## config.mk

```make
export PLATFORM = sky130hd
export DESIGN_NAME = ptbs_divider
export DESIGN_NICKNAME = d
export VERILOG_FILES = /design/src/sv/ptbs_pkg.sv /design/src/sv/ptbs_div_cell.sv /design/src/sv/ptbs_divider.sv
export SDC_FILE = /design/constraint.sdc
export NUM_CORES = 1
export LEC_CHECK = 0
export BUFFER_PORTS_ARGS = -buffer_cell sky130_fd_sc_hd__clkbuf_2
export CORE_UTILIZATION = 40
export CTS_BUF_LIST = sky130_fd_sc_hd__clkbuf_4 sky130_fd_sc_hd__clkbuf_8
export DETAILED_ROUTE_END_ITERATION = 8
export GPL_TIMING_DRIVEN = 0
export HOLD_SLACK_MARGIN = 0.05
export MAX_ROUTING_LAYER = met4
export PLACE_DENSITY_LB_ADDON = 0.05
export SLEW_MARGIN = 20
export SYNTH_ARGS = -nofsm -noshare
export SYNTH_HDL_FRONTEND = slang
export SYNTH_HIERARCHICAL = 1
export SYNTH_SLANG_ARGS = --single-unit
export TNS_END_PERCENT = 50
```

## constraint.sdc

```tcl
create_clock -name clk -period 6.6 [get_ports clk]
set_clock_uncertainty 0.1 [all_clocks]
set_input_delay 0.33 -clock clk [delete_from_list [all_inputs] [get_ports clk]]
set_output_delay 0.33 -clock clk [all_outputs]
set_load 0.005 [all_outputs]
```

## src/sv/ptbs_pkg.sv

```systemverilog
`default_nettype none
package ptbs_pkg;

  localparam int MAX_VERTICAL_DEF   = 128;
  localparam int MAX_HORIZONTAL_DEF = 64;

  localparam int FULL_TURN    = 23040;
  localparam int HALF_TURN    = 11520;
  localparam int QUARTER_TURN = 5760;

  localparam int DIV_STEPS = 16;
  localparam logic [16:0] W_ONE = 17'h10000;
  localparam logic [58:0] ROUND_HALF = 59'h0_8000_0000;

  localparam logic [1:0] OP_LOAD_V  = 2'd0;
  localparam logic [1:0] OP_LOAD_H  = 2'd1;
  localparam logic [1:0] OP_LOAD_CD = 2'd2;
  localparam logic [1:0] OP_SAMPLE  = 2'd3;

  localparam logic CFG_VCOUNT = 1'b0;
  localparam logic CFG_HCOUNT = 1'b1;

  typedef enum logic [2:0] {
    ST_IDLE,
    ST_VSRCH,
    ST_VDIV,
    ST_HSRCH,
    ST_HDIV,
    ST_CBASE,
    ST_CRD,
    ST_MAC
  } ptbs_state_t;

  typedef struct packed {
    logic        vld;
    logic [15:0] rem;
    logic [14:0] den;
    logic [15:0] quo;
  } ptbs_div_t;

endpackage
`default_nettype wire

```

## src/sv/ptbs_div_cell.sv

```systemverilog
`default_nettype none
module ptbs_div_cell (
  input  wire logic                clk,
  input  wire logic                rst_n,
  input  wire ptbs_pkg::ptbs_div_t din,
  output ptbs_pkg::ptbs_div_t      dout
);

  logic [16:0] shl;
  logic [16:0] diff;
  logic        ge;
  logic        vld_r;
  logic [15:0] rem_r, rem_nxt;
  logic [14:0] den_r;
  logic [15:0] quo_r, quo_nxt;

  assign shl  = {din.rem, 1'b0};
  assign ge   = shl >= {2'b00, din.den};
  assign diff = shl - {2'b00, din.den};

  always_comb begin
    rem_nxt = ge ? diff[15:0] : shl[15:0];
    quo_nxt = {din.quo[14:0], ge};
  end

  always_ff @(posedge clk) begin
    if (!rst_n) begin
      vld_r <= 1'b0;
    end else begin
      vld_r <= din.vld;
    end
  end

  always_ff @(posedge clk) begin
    rem_r <= rem_nxt;
    den_r <= din.den;
    quo_r <= quo_nxt;
  end

  always_comb begin
    dout.vld = vld_r;
    dout.rem = rem_r;
    dout.den = den_r;
    dout.quo = quo_r;
  end

endmodule
`default_nettype wire

```

## src/sv/ptbs_divider.sv

```systemverilog
`default_nettype none
module ptbs_divider (
  input  wire logic                clk,
  input  wire logic                rst_n,
  input  wire ptbs_pkg::ptbs_div_t din,
  output ptbs_pkg::ptbs_div_t      dout
);

  ptbs_pkg::ptbs_div_t stage [ptbs_pkg::DIV_STEPS + 1];

  assign stage[0] = din;

  for (genvar i = 0; i < ptbs_pkg::DIV_STEPS; i++) begin : g_cell
    ptbs_div_cell u_cell (
      .clk  (clk),
      .rst_n(rst_n),
      .din  (stage[i]),
      .dout (stage[i+1])
    );
  end

  assign dout = stage[ptbs_pkg::DIV_STEPS];

endmodule
`default_nettype wire
```

======== Word level (Yosys, flattened, before mapping) ========
Index checks and enable logic that the tools add are counted.
W data, S select, Z words.
cells by class
  $add $sub $neg .......................... 16
  order comparisons ....................... 16
  multiplexer cells ....................... 16
operators with widths
  cell              count
  $ge A17 B15 Y1    16
  $mux W16          16
  $sub A16 B15 Y16  16
word-level totals
  register bits after elaboration ......... 648
  input port bits ......................... 50
  output and inout port bits .............. 48
  logic and storage cells ................. 128

======== Logic depth before layout (Yosys ltp) ========
Gate-level depths: netlist (run 1).
  depth after elaboration ................. 2
  mapped depth ............................ 11
  depth with buffers taken out ............ 9

======== Hierarchy ========
The synthesis (run 1) kept the hierarchy.
modules (own cells, without submodules)
  module         instances  cells each  area an instance (sq um)
  ptbs_div_cell  16         218         2149.6

======== Least setup slack after synthesis (run 1) ========
OpenSTA, ideal clock, no wires.
  kind .................................... reg-to-reg
  from .................................... register g_cell[9].u_cell.den_r[1]
  to ...................................... register g_cell[10].u_cell.rem_r[12]
  setup time .............................. 0.121 ns
  arrival ................................. 2.214 ns
  setup slack ............................. 4.166 ns
  stages on the path, launching flop included .. 11
  path buffers ............................ 2
  clock period less this slack ............ 2.434 ns
  path through ............................ dfxtp_1 -> inv_1 -> ha_1 -> nor2b_1 -> o31a_1 -> o31a_1 -> a21boi_1 -> o21a_1 -> buf_4 -> buf_6 -> mux2_2
between the ends
  cells in the longest elaborated chain, start to end .. 2
  elaborated cells between the ends (all ways) .. 3
  those cells by class .................... add/sub (1); order compare (1); mux (1)
RTL lines
  item                                                line                                      RTL
  start, declared                                     ptbs_div_cell.sv:14                       logic [14:0] den_r;
  start signal, assigned                              ptbs_div_cell.sv:36                       den_r <= din.den;
  $sub A16 B15 Y16 or $ge A17 B15 Y1 (tied branches)  ptbs_div_cell.sv:19, ptbs_div_cell.sv:18
  $mux W16 (*)                                        ptbs_div_cell.sv:22                       rem_nxt = ge ? diff[15:0] : shl[15:0];
  net g_cell[10].u_cell.rem_nxt[12]                   ptbs_div_cell.sv:13                       logic [15:0] rem_r, rem_nxt;
  end signal, assigned                                ptbs_div_cell.sv:35                       rem_r <= rem_nxt;
  end, declared                                       ptbs_div_cell.sv:13
The timed path passes the listed nets; every way through them passes the cells marked *.
A chain may end at the register's enable or synchronous reset.

======== Worst setup path in the final report (run 1) ========
  from .................................... register g_cell[10].u_cell.den_r[10]
  to ...................................... register g_cell[11].u_cell.rem_r[11]
between the ends
  cells in the longest elaborated chain, start to end .. 2
  elaborated cells between the ends (all ways) .. 3
  those cells by class .................... add/sub (1); order compare (1); mux (1)
RTL lines
  item                                                line
  start, declared                                     ptbs_div_cell.sv:14
  start signal, assigned                              ptbs_div_cell.sv:36
  $sub A16 B15 Y16 or $ge A17 B15 Y1 (tied branches)  ptbs_div_cell.sv:19, ptbs_div_cell.sv:18
  $mux W16 (*)                                        ptbs_div_cell.sv:22
  net g_cell[11].u_cell.rem_nxt[11]                   ptbs_div_cell.sv:13
  end signal, assigned                                ptbs_div_cell.sv:35
  end, declared                                       ptbs_div_cell.sv:13
Marks and branches as above.

==> impl_metrics.sql, run 1 <==
INSERT INTO impl_metrics (metric_group, metric, value, unit) VALUES
('synthesis', 'syn_nets', '3674', ''),
('critical_path', 'crit_fanout', '10', ''),
('global_route', 'initial_antenna_violation_count', '8', ''),
('flow_run', 'max_cap_viol_count', '0', ''),
('route', 'final_ant_viol_nets', '0', ''),
('timing', 'slew_headroom', '62.7', '%'),
('global_route', 'grt_first_pass_wirelength', '128000', 'microns'),
('route', 'routed_wirelength', '80200', 'microns'),
('global_route', 'globalRouteOverflowTotal', '0', ''),
('die', 'die-height', '285', 'microns'),
('clocking', 'root_buffer', 'sky130_fd_sc_hd__clkbuf_8', ''),
('critical_path', 'critPathMostFrequentCell', 'sky130_fd_sc_hd__a21o_1', ''),
('route', 'drt-initial-drc-count', '1286', ''),
('critical_path', 'r2r_end', 'g_cell[11].u_cell/rem_r[11]$_DFF_P_', ''),
('power', 'vdd_ir_drop_max', '216', 'uV'),
('finish', 'layout.cell_area.non_filler', '36600', 'sq um'),
('timing', 'timing.setup.tns', '0', 'ns'),
('place', 'port_buffers', '81', ''),
('min_path', 'hold_end', 'g_cell[0].u_cell/den_r[9]$_DFF_P_', ''),
('synthesis', 'postSynthAreaPerCell', '9.50', 'sq um'),
('critical_path', 'critical_path.endpoint_type', 'flip-flop', ''),
('timing', 'total_setup_violations_reported_at_the_end_of_the_flow', '0', ''),
('timing', 'timing_worst_slew_pin_value', '0.543', 'ns'),
('critical_path', 'worst_r2r_startpoint', 'g_cell[10].u_cell/den_r[10]$_DFF_P_', ''),
('power', 'p_total', '19.6', 'mW'),
('critical_path', 'cp-startpoint', 'g_cell[10].u_cell/den_r[10]$_DFF_P_', ''),
('route', 'drt_pass1_iterations', '6', ''),
('global_route', 'first_global_vias', '24100', ''),
('global_route', 'grt_start_max_net_pins', '17', ''),
('global_route', 'grt_util_all_layers', '20.0', '%'),
('power', 'power_density', '536', 'nW/um^2'),
('clocking', 'numCtsBuffers', '109', ''),
('route', 'drc', '0', ''),
('critical_path', 'worst_setup_path_start_kind', 'flip-flop', ''),
('outcome', 'outcome', 'completed', ''),
('clocking', 'clock_tree_from_tritoncts', 'done', ''),
('critical_path', 'critical_path_class', 'reg -> reg', ''),
('finish', 'final_core_utilization', '46.3', '%'),
('critical_path', 'crit_path_top_delay_cell', 'sky130_fd_sc_hd__mux2i_1', ''),
('critical_path', 'critical_path_required', '7.04', 'ns'),
('clocking', 'insertion_delay', '0.73', 'ns'),
('clocking', 'cts.htree.levels', '3', ''),
('critical_path', 'worst_r2r_path_depth', '10', ''),
('timing', 'timing.final.crit_period', '3.16', 'ns'),
('finish', 'ratio_of_cells_with_drive_above_1_in_the_final_layout', '12.9', '%'),
('route', 'drt-wirelength-per-cell', '16.9', 'microns'),
('timing', 'fmax', '0.317', 'GHz'),
('timing', 'finalHoldWorstSlack', '0.195', 'ns'),
('clocking', 'clkSinkCount', '648', ''),
('min_path', 'hold_start', 'din[25]', ''),
('synthesis', 'netlist_area', '32000', 'sq um'),
('route', 'drt-vias-per-instance', '5.25', ''),
('clocking', 'ctsLongestPathBuffers', '3', ''),
('synthesis', 'synthCells', '3368', ''),
('min_path', 'hp-class', 'in -> reg', ''),
('timing', 'grt_setup_unrepaired', 'no', ''),
('critical_path', 'crit_path_largest_cell_delay', '0.51', 'ns'),
('power', 'leak_pwr', '16.3', 'nW'),
('die', 'die_x', '285', 'microns'),
('clocking', 'worst_setup_hold_path_clk_slew', '0.07', 'ns'),
('die', 'floorplan.core_area', '79000', 'sq um'),
('finish', 'layout.nets', '3900', ''),
('route', 'route.vias.total', '24900', ''),
('min_path', 'hold_path_depth', '2', ''),
('place', 'placement.cell_area', '33700', 'sq um'),
('critical_path', 'timing.critical_path.cells', 'inv_1 > ha_1 > a21o_1 > a21o_1 > a21oi_1 > a21boi_1 > o21a_1 > buf_4 > buf_6 > mux2i_1', ''),
('die', 'die_area', '81100', 'sq um'),
('synthesis', 'yosysWarningCount', '6', ''),
('place', 'replace_congestion', '0.868', ''),
('die', 'effective_utilization_at_floorplan', '40.5', '%'),
('critical_path', 'setup.reg_to_reg.worst_slack', '3.44', 'ns'),
('critical_path', 'critical_path_arrival', '3.59', 'ns'),
('finish', 'fill_cells', '7599', ''),
('finish', 'syn_to_final_growth', '14.4', '%'),
('timing', 'final_number_of_max_transition_violations', '0', ''),
('die', 'io-pin-count', '98', ''),
('timing', 'final.period_utilization', '47.8', '%'),
('timing', 'final_hold_violations', '0', ''),
('place', 'hpwlAfterDp', '62300', 'microns'),
('die', 'floorplan.rows', '103', '');
worst max-delay path, delay by kind of cell (launching register included):
kind            cells  cell delay, ns
compound gates      5            1.12
fa+ha+maj           1            0.31
buf+inv             3            0.44
flops               1            0.47
mux                 1            0.51
cells in the final DEF, fill, tap and decap left out, drive strengths merged, types with 34 or more instances in the layout:
cell           n
dlygate4sd3   34
a21oi        240
nor2         224
mux2i         80
o21a          48
mux2         176
nor2b         80
o31a          64
buf          112
clkbuf       294
xnor2         64
nand3         80
nand2        112
o21ai        176
ha           240
a31oi         48
inv          326
nand4         48
dfxtp        648
a21o          64
cell type report:
| type | count | area (sq um) | share of cell area, % |
|---|---|---|---|
| clock inverter | 37 | 419 | 1.15 |
| inverter | 320 | 1200 | 3.28 |
| buffer | 160 | 921 | 2.52 |
| tap | 1050 | 1310 | 3.59 |
| timing repair buffer | 115 | 746 | 2.04 |
| antenna | 4 | 10.0 | 0.0274 |
| multi-input combinational | 2240 | 16900 | 46.2 |
| sequential | 648 | 13000 | 35.5 |
| clock buffer | 165 | 2110 | 5.76 |
power breakdown:
group | switching (mW) | internal [mW]
clock | 1.65 | 2.34
combinational | 5.41 | 4.31
sequential | 0.675 | 5.25
metal layers:
metal,share of wire (%),vias to the layer above,routed length [microns],track usage (%)
li1,-,12500,-,-
met1,48,11600,38600,26.3
met2,45,591,36100,31.1
met3,4.3,140,3410,3.34
met4,2.7,0,2160,6.42
met5,0,-,0,-
worst max-delay path by stage:
stage | end | slack (ns) | cells past startpoint
after global placement | g_cell[11].u_cell/rem_r[11]$_DFF_P_ | 3.52 | 10
after floorplan | g_cell[10].u_cell/rem_r[12]$_DFF_P_ | 4.17 | 10
final | g_cell[11].u_cell/rem_r[11]$_DFF_P_ | 3.44 | 10
after CTS | g_cell[11].u_cell/rem_r[11]$_DFF_P_ | 3.47 | 10
after detailed placement | g_cell[11].u_cell/rem_r[11]$_DFF_P_ | 3.56 | 10
after global routing | g_cell[11].u_cell/rem_r[11]$_DFF_P_ | 3.28 | 10
state kept, by name, indices dropped and copies added, names as in the netlist:
signal and cells:
g_cell.u_cell/vld_r 16, g_cell.u_cell/den_r 240, g_cell.u_cell/quo_r 136, g_cell.u_cell/rem_r 256
per-stage QoR:
stage	setup WS [ns]	std cells
3_3_place_gp	3.52	4499
3_5_place_dp	3.56	4499
2_1_floorplan	4.17	3368
5_1_grt	3.28	4739
4_1_cts	3.47	4735
6_report	3.44	4739
repair_timing:
item                                   4_1_cts  5_1_grt
setup endpoints to repair                    0        0
setup buffers                                0        0
endpoints found under the hold margin       47        0
resized for setup                            0        0
hold buffers                                34        0
No activity file was read; power rests on OpenSTA's default activity.
==> run 2: changes to the inputs <==
--- a/config.mk
+++ b/config.mk
@@ -5,6 +5,7 @@
 export SDC_FILE = /design/constraint.sdc
 export NUM_CORES = 1
 export LEC_CHECK = 0
+export ABC_AREA = 1
 export BUFFER_PORTS_ARGS = -buffer_cell sky130_fd_sc_hd__clkbuf_2
 export CORE_UTILIZATION = 40
 export CTS_BUF_LIST = sky130_fd_sc_hd__clkbuf_4 sky130_fd_sc_hd__clkbuf_8
==> constraint.sdc (replaced) <==
create_clock -name clk -period 3.1 [get_ports clk]
set_clock_uncertainty 0.1 [all_clocks]
set_input_delay 0.155 -clock clk [delete_from_list [all_inputs] [get_ports clk]]
set_output_delay 0.155 -clock clk [all_outputs]
set_load 0.005 [all_outputs]
==> run 2 against run 1 <==
Routed wire length is 14% higher. Synthesized cell count increased by 46%. Synthesized area rose by 7.6%. Via count up 14%. First-iteration DRC count rose by 8.8%. Sequential power is 110% higher. Die area up 7.5%. Clock power is 120% higher. Utilization up 0.30 points. Global-route usage is 1.9 points higher. Sequential share of layout area is 2.8 points lower. Combinational power grew 120%.
==> impl_metrics.sql, run 2 <==
INSERT INTO impl_metrics (metric_group, metric, value, unit) VALUES
('critical_path', 'worst_r2r_path_depth', '12', ''),
('critical_path', 'crit_fanout', '10', ''),
('global_route', 'grt_util_all_layers', '21.8', '%'),
('route', 'routed_wirelength', '91600', 'microns'),
('power', 'vdd_ir_drop_max', '418', 'uV'),
('clocking', 'insertion_delay', '0.74', 'ns'),
('synthesis', 'yosysWarningCount', '6', ''),
('timing', 'grt_setup_unrepaired', 'no', ''),
('route', 'drt-vias-per-instance', '4.42', ''),
('min_path', 'hp-class', 'in -> reg', ''),
('timing', 'timing.final.crit_period', '2.89', 'ns'),
('critical_path', 'critical_path_arrival', '3.47', 'ns'),
('finish', 'largest_register_ffs', '256', ''),
('clocking', 'cts-resized-gates', '0', ''),
('clocking', 'clock_tree_from_tritoncts', 'done', ''),
('global_route', 'grt_first_pass_wirelength', '145000', 'microns'),
('die', 'floorplan.core_area', '85100', 'sq um'),
('die', 'floorplan.rows', '107', ''),
('finish', 'fill_cells', '8941', ''),
('global_route', 'first_global_vias', '27300', ''),
('critical_path', 'worst_setup_path_start_kind', 'input port', ''),
('global_route', 'globalRouteOverflowTotal', '0', ''),
('power', 'p_total', '42.3', 'mW'),
('critical_path', 'crit_path_cell_count', '13', ''),
('critical_path', 'r2r_end', 'g_cell[15].u_cell/rem_r[5]$_DFF_P_', ''),
('die', 'die-height', '295', 'microns'),
('synthesis', 'postSynthAreaPerCell', '6.99', 'sq um'),
('die', 'die_x', '295', 'microns'),
('route', 'route.vias.total', '28400', ''),
('critical_path', 'critical_path_required', '3.67', 'ns'),
('timing', 'final.period_utilization', '93.4', '%'),
('die', 'effective_utilization_at_floorplan', '40.4', '%'),
('die', 'io-pin-count', '98', ''),
('clocking', 'ctsLongestPathBuffers', '3', ''),
('place', 'hpwlAfterDp', '73000', 'microns'),
('timing', 'fmax', '0.345', 'GHz'),
('clocking', 'cts.htree.levels', '3', ''),
('finish', 'highest_count_cells_in_the_layout_ignoring_fill_and_taps', 'sky130_fd_sc_hd__nand2_1 (1,920), sky130_fd_sc_hd__inv_1 (976), sky130_fd_sc_hd__dfxtp_1 (648), sky130_fd_sc_hd__ha_1 (240), sky130_fd_sc_hd__nand3_1 (208)', ''),
('place', 'post-place-cells', '6145', ''),
('timing', 'total_setup_violations_reported_at_the_end_of_the_flow', '0', ''),
('die', 'die_area', '87200', 'sq um'),
('finish', 'ratio_of_cells_with_drive_above_1_in_the_final_layout', '12.6', '%'),
('global_route', 'initial_antenna_violation_count', '1', ''),
('clocking', 'numCtsBuffers', '110', ''),
('route', 'drt-initial-drc-count', '1399', ''),
('clocking', 'worst_setup_hold_path_clk_slew', '0.06', 'ns'),
('min_path', 'hold_end', 'g_cell[0].u_cell/rem_r[7]$_DFF_P_', ''),
('critical_path', 'critical_path.endpoint_type', 'flip-flop', ''),
('route', 'drt_pass1_iterations', '7', ''),
('clocking', 'root_buffer', 'sky130_fd_sc_hd__clkbuf_8', ''),
('finish', 'largest_registers', 'g_cell.u_cell/rem_r: 256 flops, g_cell.u_cell/den_r: 240 flops, g_cell.u_cell/quo_r: 136 flops', ''),
('timing', 'timing.setup.tns', '0', 'ns'),
('route', 'drt-wirelength-per-cell', '14.2', 'microns'),
('timing', 'slew_headroom', '74.3', '%'),
('global_route', 'grt_start_max_net_pins', '18', ''),
('synthesis', 'synthCells', '4920', ''),
('flow_run', 'max_cap_viol_count', '0', ''),
('finish', 'top_register', 'g_cell.u_cell/rem_r', ''),
('finish', 'syn_to_final_growth', '15.3', '%'),
('power', 'leak_pwr', '22.6', 'nW'),
('route', 'final_ant_viol_nets', '0', ''),
('synthesis', 'syn_nets', '5226', ''),
('critical_path', 'critical_path_class', 'in -> reg', ''),
('min_path', 'hold_start', 'din[37]', ''),
('finish', 'layout.nets', '5504', ''),
('critical_path', 'top_delay_family_on_crit_path', 'buffers and inverters', ''),
('critical_path', 'cp.buffers_inverters', '6', ''),
('min_path', 'hold_path_depth', '4', ''),
('timing', 'timing_worst_slew_pin_value', '0.386', 'ns'),
('place', 'port_buffers', '81', ''),
('power', 'power_density', '1070', 'nW/um^2'),
('critical_path', 'critPathMostFrequentCell', 'sky130_fd_sc_hd__dlygate4sd3_1', ''),
('finish', 'stdcell_count', '6433', ''),
('outcome', 'outcome', 'completed', ''),
('route', 'drc', '0', ''),
('critical_path', 'worst_r2r_startpoint', 'g_cell[14].u_cell/den_r[6]$_DFF_P_', ''),
('critical_path', 'timing.critical_path.cells', 'dlygate4sd3_1 > clkbuf_2 > inv_1 > ha_1 > a21oi_1 > nor2b_2 > nand3_2 > a21oi_4 > buf_6 > nand2_1 > dlygate4sd3_1 > nand2_1 > dlygate4sd3_1', ''),
('place', 'replace_congestion', '0.898', ''),
('synthesis', 'netlist_area', '34400', 'sq um'),
('timing', 'final_number_of_max_transition_violations', '0', ''),
('clocking', 'clkSinkCount', '648', ''),
('finish', 'layout.cells.most_common', 'sky130_fd_sc_hd__nand2_1', ''),
('critical_path', 'crit_path_largest_cell_delay', '0.59', 'ns'),
('critical_path', 'crit_path_top_delay_cell', 'sky130_fd_sc_hd__dlygate4sd3_1', ''),
('critical_path', 'setup.reg_to_reg.worst_slack', '0.77', 'ns'),
('timing', 'final_hold_violations', '0', '');
## run 2: worst max-delay path by stage
stage	startpoint	to	slack [ns]
finish	din[30]	g_cell[0].u_cell/rem_r[11]$_DFF_P_	0.21
global route	din[18]	g_cell[0].u_cell/rem_r[13]$_DFF_P_	0.12
CTS	din[30]	g_cell[0].u_cell/rem_r[11]$_DFF_P_	0.21
detailed placement	g_cell[14].u_cell/den_r[6]$_DFF_P_	g_cell[15].u_cell/rem_r[6]$_DFF_P_	0.80
global placement	g_cell[14].u_cell/den_r[6]$_DFF_P_	g_cell[15].u_cell/rem_r[5]$_DFF_P_	0.79
floorplan	g_cell[9].u_cell/den_r[1]$_DFF_P_	g_cell[10].u_cell/rem_r[12]$_DFF_P_	1.39
## run 2: where the power goes
group	internal [mW]	total [mW]	leakage [nW]	switching, mW
logic	7.61	21.2	15.8	13.6
clock network	5.15	8.74	1.35	3.59
registers	10.9	12.4	5.44	1.45
total	23.7	42.3	22.6	18.6
## run 2: final cells by class
type | count | area, sq um | area share [%]
antenna | 2 | 5.00 | 0.0126
buffer | 48 | 480 | 1.21
clock buffer | 163 | 2070 | 5.21
clock inverter | 38 | 522 | 1.31
inverter | 1024 | 3840 | 9.68
multi-input combinational | 3200 | 17100 | 43.1
sequential | 648 | 13000 | 32.7
tap | 1144 | 1430 | 3.61
timing repair buffer | 166 | 1250 | 3.15
## run 2: stage by stage
step / cell area [sq um] / hold slack, ns / util (%) / worst slack [ns]
6_report: 39700 / 0.196 / 46.6 / 0.206
5_1_grt: 39700 / 0.169 / 46.6 / 0.118
4_1_cts: 39700 / 0.0815 / 46.6 / 0.209
3_5_place_dp: 36200 / 0.177 / 42.6 / 0.796
3_3_place_gp: 36200 / 0.179 / 42.6 / 0.787
2_1_floorplan: 34400 / 0.0827 / - / 1.39
## run 2: timing repair
item,4_1_cts,5_1_grt
setup buffers,0,2
endpoints found under the hold margin,48,0
hold buffers,83,0
endpoints found under the setup margin,0,1
## run 2: routing by layer
layer,part of all wire (%),up-vias,track usage (%)
met5,0,-,-
met4,2.2,0,6.47
met3,4.0,144,3.10
met2,44,472,34.0
met1,50,12500,29.2
li1,-,15300,-
## run 2: worst min-delay path: stages
cell	delay, ns
sky130_fd_sc_hd__dlygate4sd3_1	0.54
sky130_fd_sc_hd__clkbuf_2	0.13
sky130_fd_sc_hd__nand2_1	0.05
sky130_fd_sc_hd__nand2_1	0.10
==> run 3: changes to the inputs <==
--- a/config.mk
+++ b/config.mk
@@ -10,10 +10,10 @@
 export CORE_UTILIZATION = 40
 export CTS_BUF_LIST = sky130_fd_sc_hd__clkbuf_4 sky130_fd_sc_hd__clkbuf_8
 export DETAILED_ROUTE_END_ITERATION = 8
-export GPL_TIMING_DRIVEN = 0
 export HOLD_SLACK_MARGIN = 0.05
 export MAX_ROUTING_LAYER = met4
 export PLACE_DENSITY_LB_ADDON = 0.05
+export SETUP_SLACK_MARGIN = 0.02
 export SLEW_MARGIN = 20
 export SYNTH_ARGS = -nofsm -noshare
 export SYNTH_HDL_FRONTEND = slang
==> constraint.sdc (replaced) <==
create_clock -name clk -period 3.1 [get_ports clk]
set_clock_uncertainty 0.1 [all_clocks]
set_input_delay 0.155 -clock clk [delete_from_list [all_inputs] [get_ports clk]]
set_output_delay 0.155 -clock clk [all_outputs]
set_load 0.01 [all_outputs]
==> run 3 against run 2 <==
Utilization down 0.61 points. Sequential share of layout area grew 0.43 points. Non-clock buffer count shrank 45. Setup slack better by 0.045 ns. Combinational power is 3% lower. Critical endpoint is now g_cell[0].u_cell/rem_r[14]$_DFF_P_.
==> impl_metrics.sql, run 3 (same netlist as run 2, synthesis figures left out) <==
INSERT INTO impl_metrics (metric_group, metric, value, unit) VALUES
('outcome', 'outcome', 'completed', ''),
('critical_path', 'critical_path.endpoint_type', 'flip-flop', ''),
('critical_path', 'cp-startpoint', 'din[23]', ''),
('critical_path', 'timing.critical_path.cells', 'dlygate4sd3_1 > clkbuf_2 > inv_1 > ha_1 > nand2_2 > inv_1 > nand2_1 > nand2_1 > inv_1 > nand3_2 > a21oi_4 > buf_12 > nand2_1 > dlygate4sd3_1 > nand2_1 > dlygate4sd3_1', ''),
('clocking', 'worst_setup_hold_path_clk_slew', '0.06', 'ns'),
('clocking', 'cts.htree.levels', '3', ''),
('route', 'routed_wirelength', '88000', 'microns'),
('critical_path', 'worst_r2r_path_depth', '8', ''),
('finish', 'layout.cells.most_common', 'sky130_fd_sc_hd__nand2_1', ''),
('place', 'port_buffers', '81', ''),
('clocking', 'clkSinkCount', '648', ''),
('route', 'drt_pass1_iterations', '5', ''),
('power', 'vdd_ir_drop_max', '525', 'uV'),
('timing', 'slew_headroom', '64.9', '%'),
('power', 'power_density', '1060', 'nW/um^2'),
('route', 'route.vias.total', '28000', ''),
('critical_path', 'critPathMostFrequentCell', 'sky130_fd_sc_hd__nand2_1', ''),
('finish', 'largest_register_ffs', '256', ''),
('die', 'effective_utilization_at_floorplan', '40.4', '%'),
('critical_path', 'cp.buffers_inverters', '8', ''),
('global_route', 'grt_first_pass_wirelength', '142000', 'microns'),
('finish', 'layout.nets', '5461', ''),
('critical_path', 'critical_path_arrival', '3.44', 'ns'),
('timing', 'timing.final.crit_period', '2.85', 'ns'),
('flow_run', 'max_cap_viol_count', '0', ''),
('clocking', 'clock_tree_from_tritoncts', 'done', ''),
('timing', 'fmax', '0.351', 'GHz'),
('global_route', 'first_global_vias', '26900', ''),
('timing', 'timing.setup.tns', '0', 'ns'),
('power', 'leak_pwr', '22.3', 'nW'),
('critical_path', 'crit_path_top_delay_cell', 'sky130_fd_sc_hd__dlygate4sd3_1', ''),
('route', 'drt-vias-per-instance', '4.39', ''),
('global_route', 'initial_antenna_violation_count', '5', ''),
('die', 'floorplan.core_area', '85100', 'sq um'),
('clocking', 'numCtsBuffers', '112', ''),
('die', 'io-pin-count', '98', ''),
('min_path', 'hp-class', 'reg -> reg', ''),
('global_route', 'grt_util_all_layers', '21.1', '%'),
('critical_path', 'crit_fanout', '15', ''),
('timing', 'finalHoldWorstSlack', '0.212', 'ns'),
('timing', 'total_setup_violations_reported_at_the_end_of_the_flow', '0', ''),
('clocking', 'insertion_delay', '0.75', 'ns'),
('global_route', 'globalRouteOverflowTotal', '0', ''),
('critical_path', 'worst_setup_path_start_kind', 'input port', ''),
('route', 'final_ant_viol_nets', '0', ''),
('critical_path', 'worst_r2r_startpoint', 'g_cell[0].u_cell/den_r[14]$_DFF_P_', ''),
('finish', 'largest_registers', 'g_cell.u_cell/rem_r: 256 flops, g_cell.u_cell/den_r: 240 flops, g_cell.u_cell/quo_r: 136 flops', ''),
('critical_path', 'crit_path_cell_count', '16', ''),
('route', 'drt-initial-drc-count', '1518', ''),
('critical_path', 'setup.reg_to_reg.worst_slack', '0.80', 'ns'),
('die', 'die-height', '295', 'microns'),
('die', 'floorplan.rows', '107', ''),
('finish', 'top_register', 'g_cell.u_cell/rem_r', ''),
('timing', 'final_hold_violations', '0', ''),
('timing', 'final_number_of_max_transition_violations', '0', ''),
('global_route', 'grt_start_max_net_pins', '18', ''),
('critical_path', 'crit_path_largest_cell_delay', '0.58', 'ns'),
('route', 'drc', '0', ''),
('critical_path', 'critical_path_class', 'in -> reg', ''),
('die', 'die_x', '295', 'microns'),
('critical_path', 'r2r_end', 'g_cell[1].u_cell/rem_r[12]$_DFF_P_', ''),
('critical_path', 'crit_end', 'g_cell[0].u_cell/rem_r[14]$_DFF_P_', ''),
('critical_path', 'top_delay_family_on_crit_path', 'buffers and inverters', ''),
('clocking', 'cts-resized-gates', '0', ''),
('timing', 'grt_setup_unrepaired', 'no', ''),
('timing', 'final.period_utilization', '91.9', '%'),
('finish', 'ratio_of_cells_with_drive_above_1_in_the_final_layout', '11.8', '%'),
('critical_path', 'critical_path_required', '3.69', 'ns'),
('route', 'drt-wirelength-per-cell', '13.8', 'microns'),
('finish', 'syn_to_final_growth', '13.8', '%'),
('die', 'die_area', '87200', 'sq um'),
('place', 'replace_congestion', '0.870', ''),
('clocking', 'ctsLongestPathBuffers', '3', ''),
('finish', 'highest_count_cells_in_the_layout_ignoring_fill_and_taps', 'sky130_fd_sc_hd__nand2_1 (1,920), sky130_fd_sc_hd__inv_1 (976), sky130_fd_sc_hd__dfxtp_1 (648), sky130_fd_sc_hd__ha_1 (240), sky130_fd_sc_hd__nand3_1 (208)', ''),
('place', 'hpwlAfterDp', '69600', 'microns'),
('timing', 'timing_worst_slew_pin_value', '0.525', 'ns'),
('clocking', 'root_buffer', 'sky130_fd_sc_hd__clkbuf_8', '');
run 3: cell types whose count changed in the layout (fill, tap and decap cells not counted), sizes merged:
cell         delta
buf            -49
bufinv          -4
dlygate4sd3     +4
clkbuf          +2
clkinvlp        +1
inv             +1
run 3: final cells by class:
type                    count  area (sq um)
fillers                  8951         46000
multi-input cells        3200         17100
flip-flops and latches    648         13000
inverters                1024          3840
clock buffers             165          2110
well taps                1144          1430
repair buffers            169          1300
clock inverters            36           399
diodes                      2          5.00
run 3: per-stage QoR:
stage	setup slack, ns	area (sq um)	cells	utilization (%)	total power, mW
after floorplan	1.39	34400	4920	-	28.1
after global placement	0.837	35800	6097	42.0	32.9
after detailed placement	0.846	35800	6097	42.0	33.0
after CTS	0.257	39100	6385	46.0	41.9
after global routing	0.181	39200	6388	46.0	45.5
final	0.250	39200	6388	46.0	41.4
run 3: metal layers:
metal | global-route usage (%) | share of wire, % | vias to the layer above | wire [microns]
li1 | - | - | 15200 | -
met1 | 28.2 | 50 | 12300 | 43600
met2 | 33.5 | 45 | 402 | 39600
met3 | 2.90 | 3.8 | 105 | 3350
met4 | 5.28 | 1.6 | 0 | 1440
met5 | - | 0 | - | 0
run 3: timing repair:
item / CTS / global route
setup buffers: 0 / 1
endpoints found under the hold margin: 48 / 0
hold buffers: 87 / 0
endpoints found under the setup margin: 0 / 3
run 3: worst min path at each step:
stage	start	to	slack, ns	cells after the start
detailed placement	din[28]	g_cell[0].u_cell/den_r[12]$_DFF_P_	0.17	1
floorplan	din[16]	g_cell[0].u_cell/den_r[0]$_DFF_P_	0.08	0
global route	g_cell[11].u_cell/quo_r[10]$_DFF_P_	g_cell[12].u_cell/quo_r[11]$_DFF_P_	0.22	0
CTS	g_cell[14].u_cell/quo_r[6]$_DFF_P_	g_cell[15].u_cell/quo_r[7]$_DFF_P_	0.20	0
finish	g_cell[14].u_cell/quo_r[6]$_DFF_P_	g_cell[15].u_cell/quo_r[7]$_DFF_P_	0.21	0
global placement	din[29]	g_cell[0].u_cell/den_r[13]$_DFF_P_	0.18	1
run 3: report_power, final:
| part | total, mW | internal [mW] | leakage, nW | switching, mW |
|---|---|---|---|---|
| Combinational | 20.5 | 7.22 | 15.6 | 13.3 |
| Sequential | 12.4 | 10.9 | 5.44 | 1.42 |
| Clock | 8.48 | 4.89 | 1.32 | 3.59 |
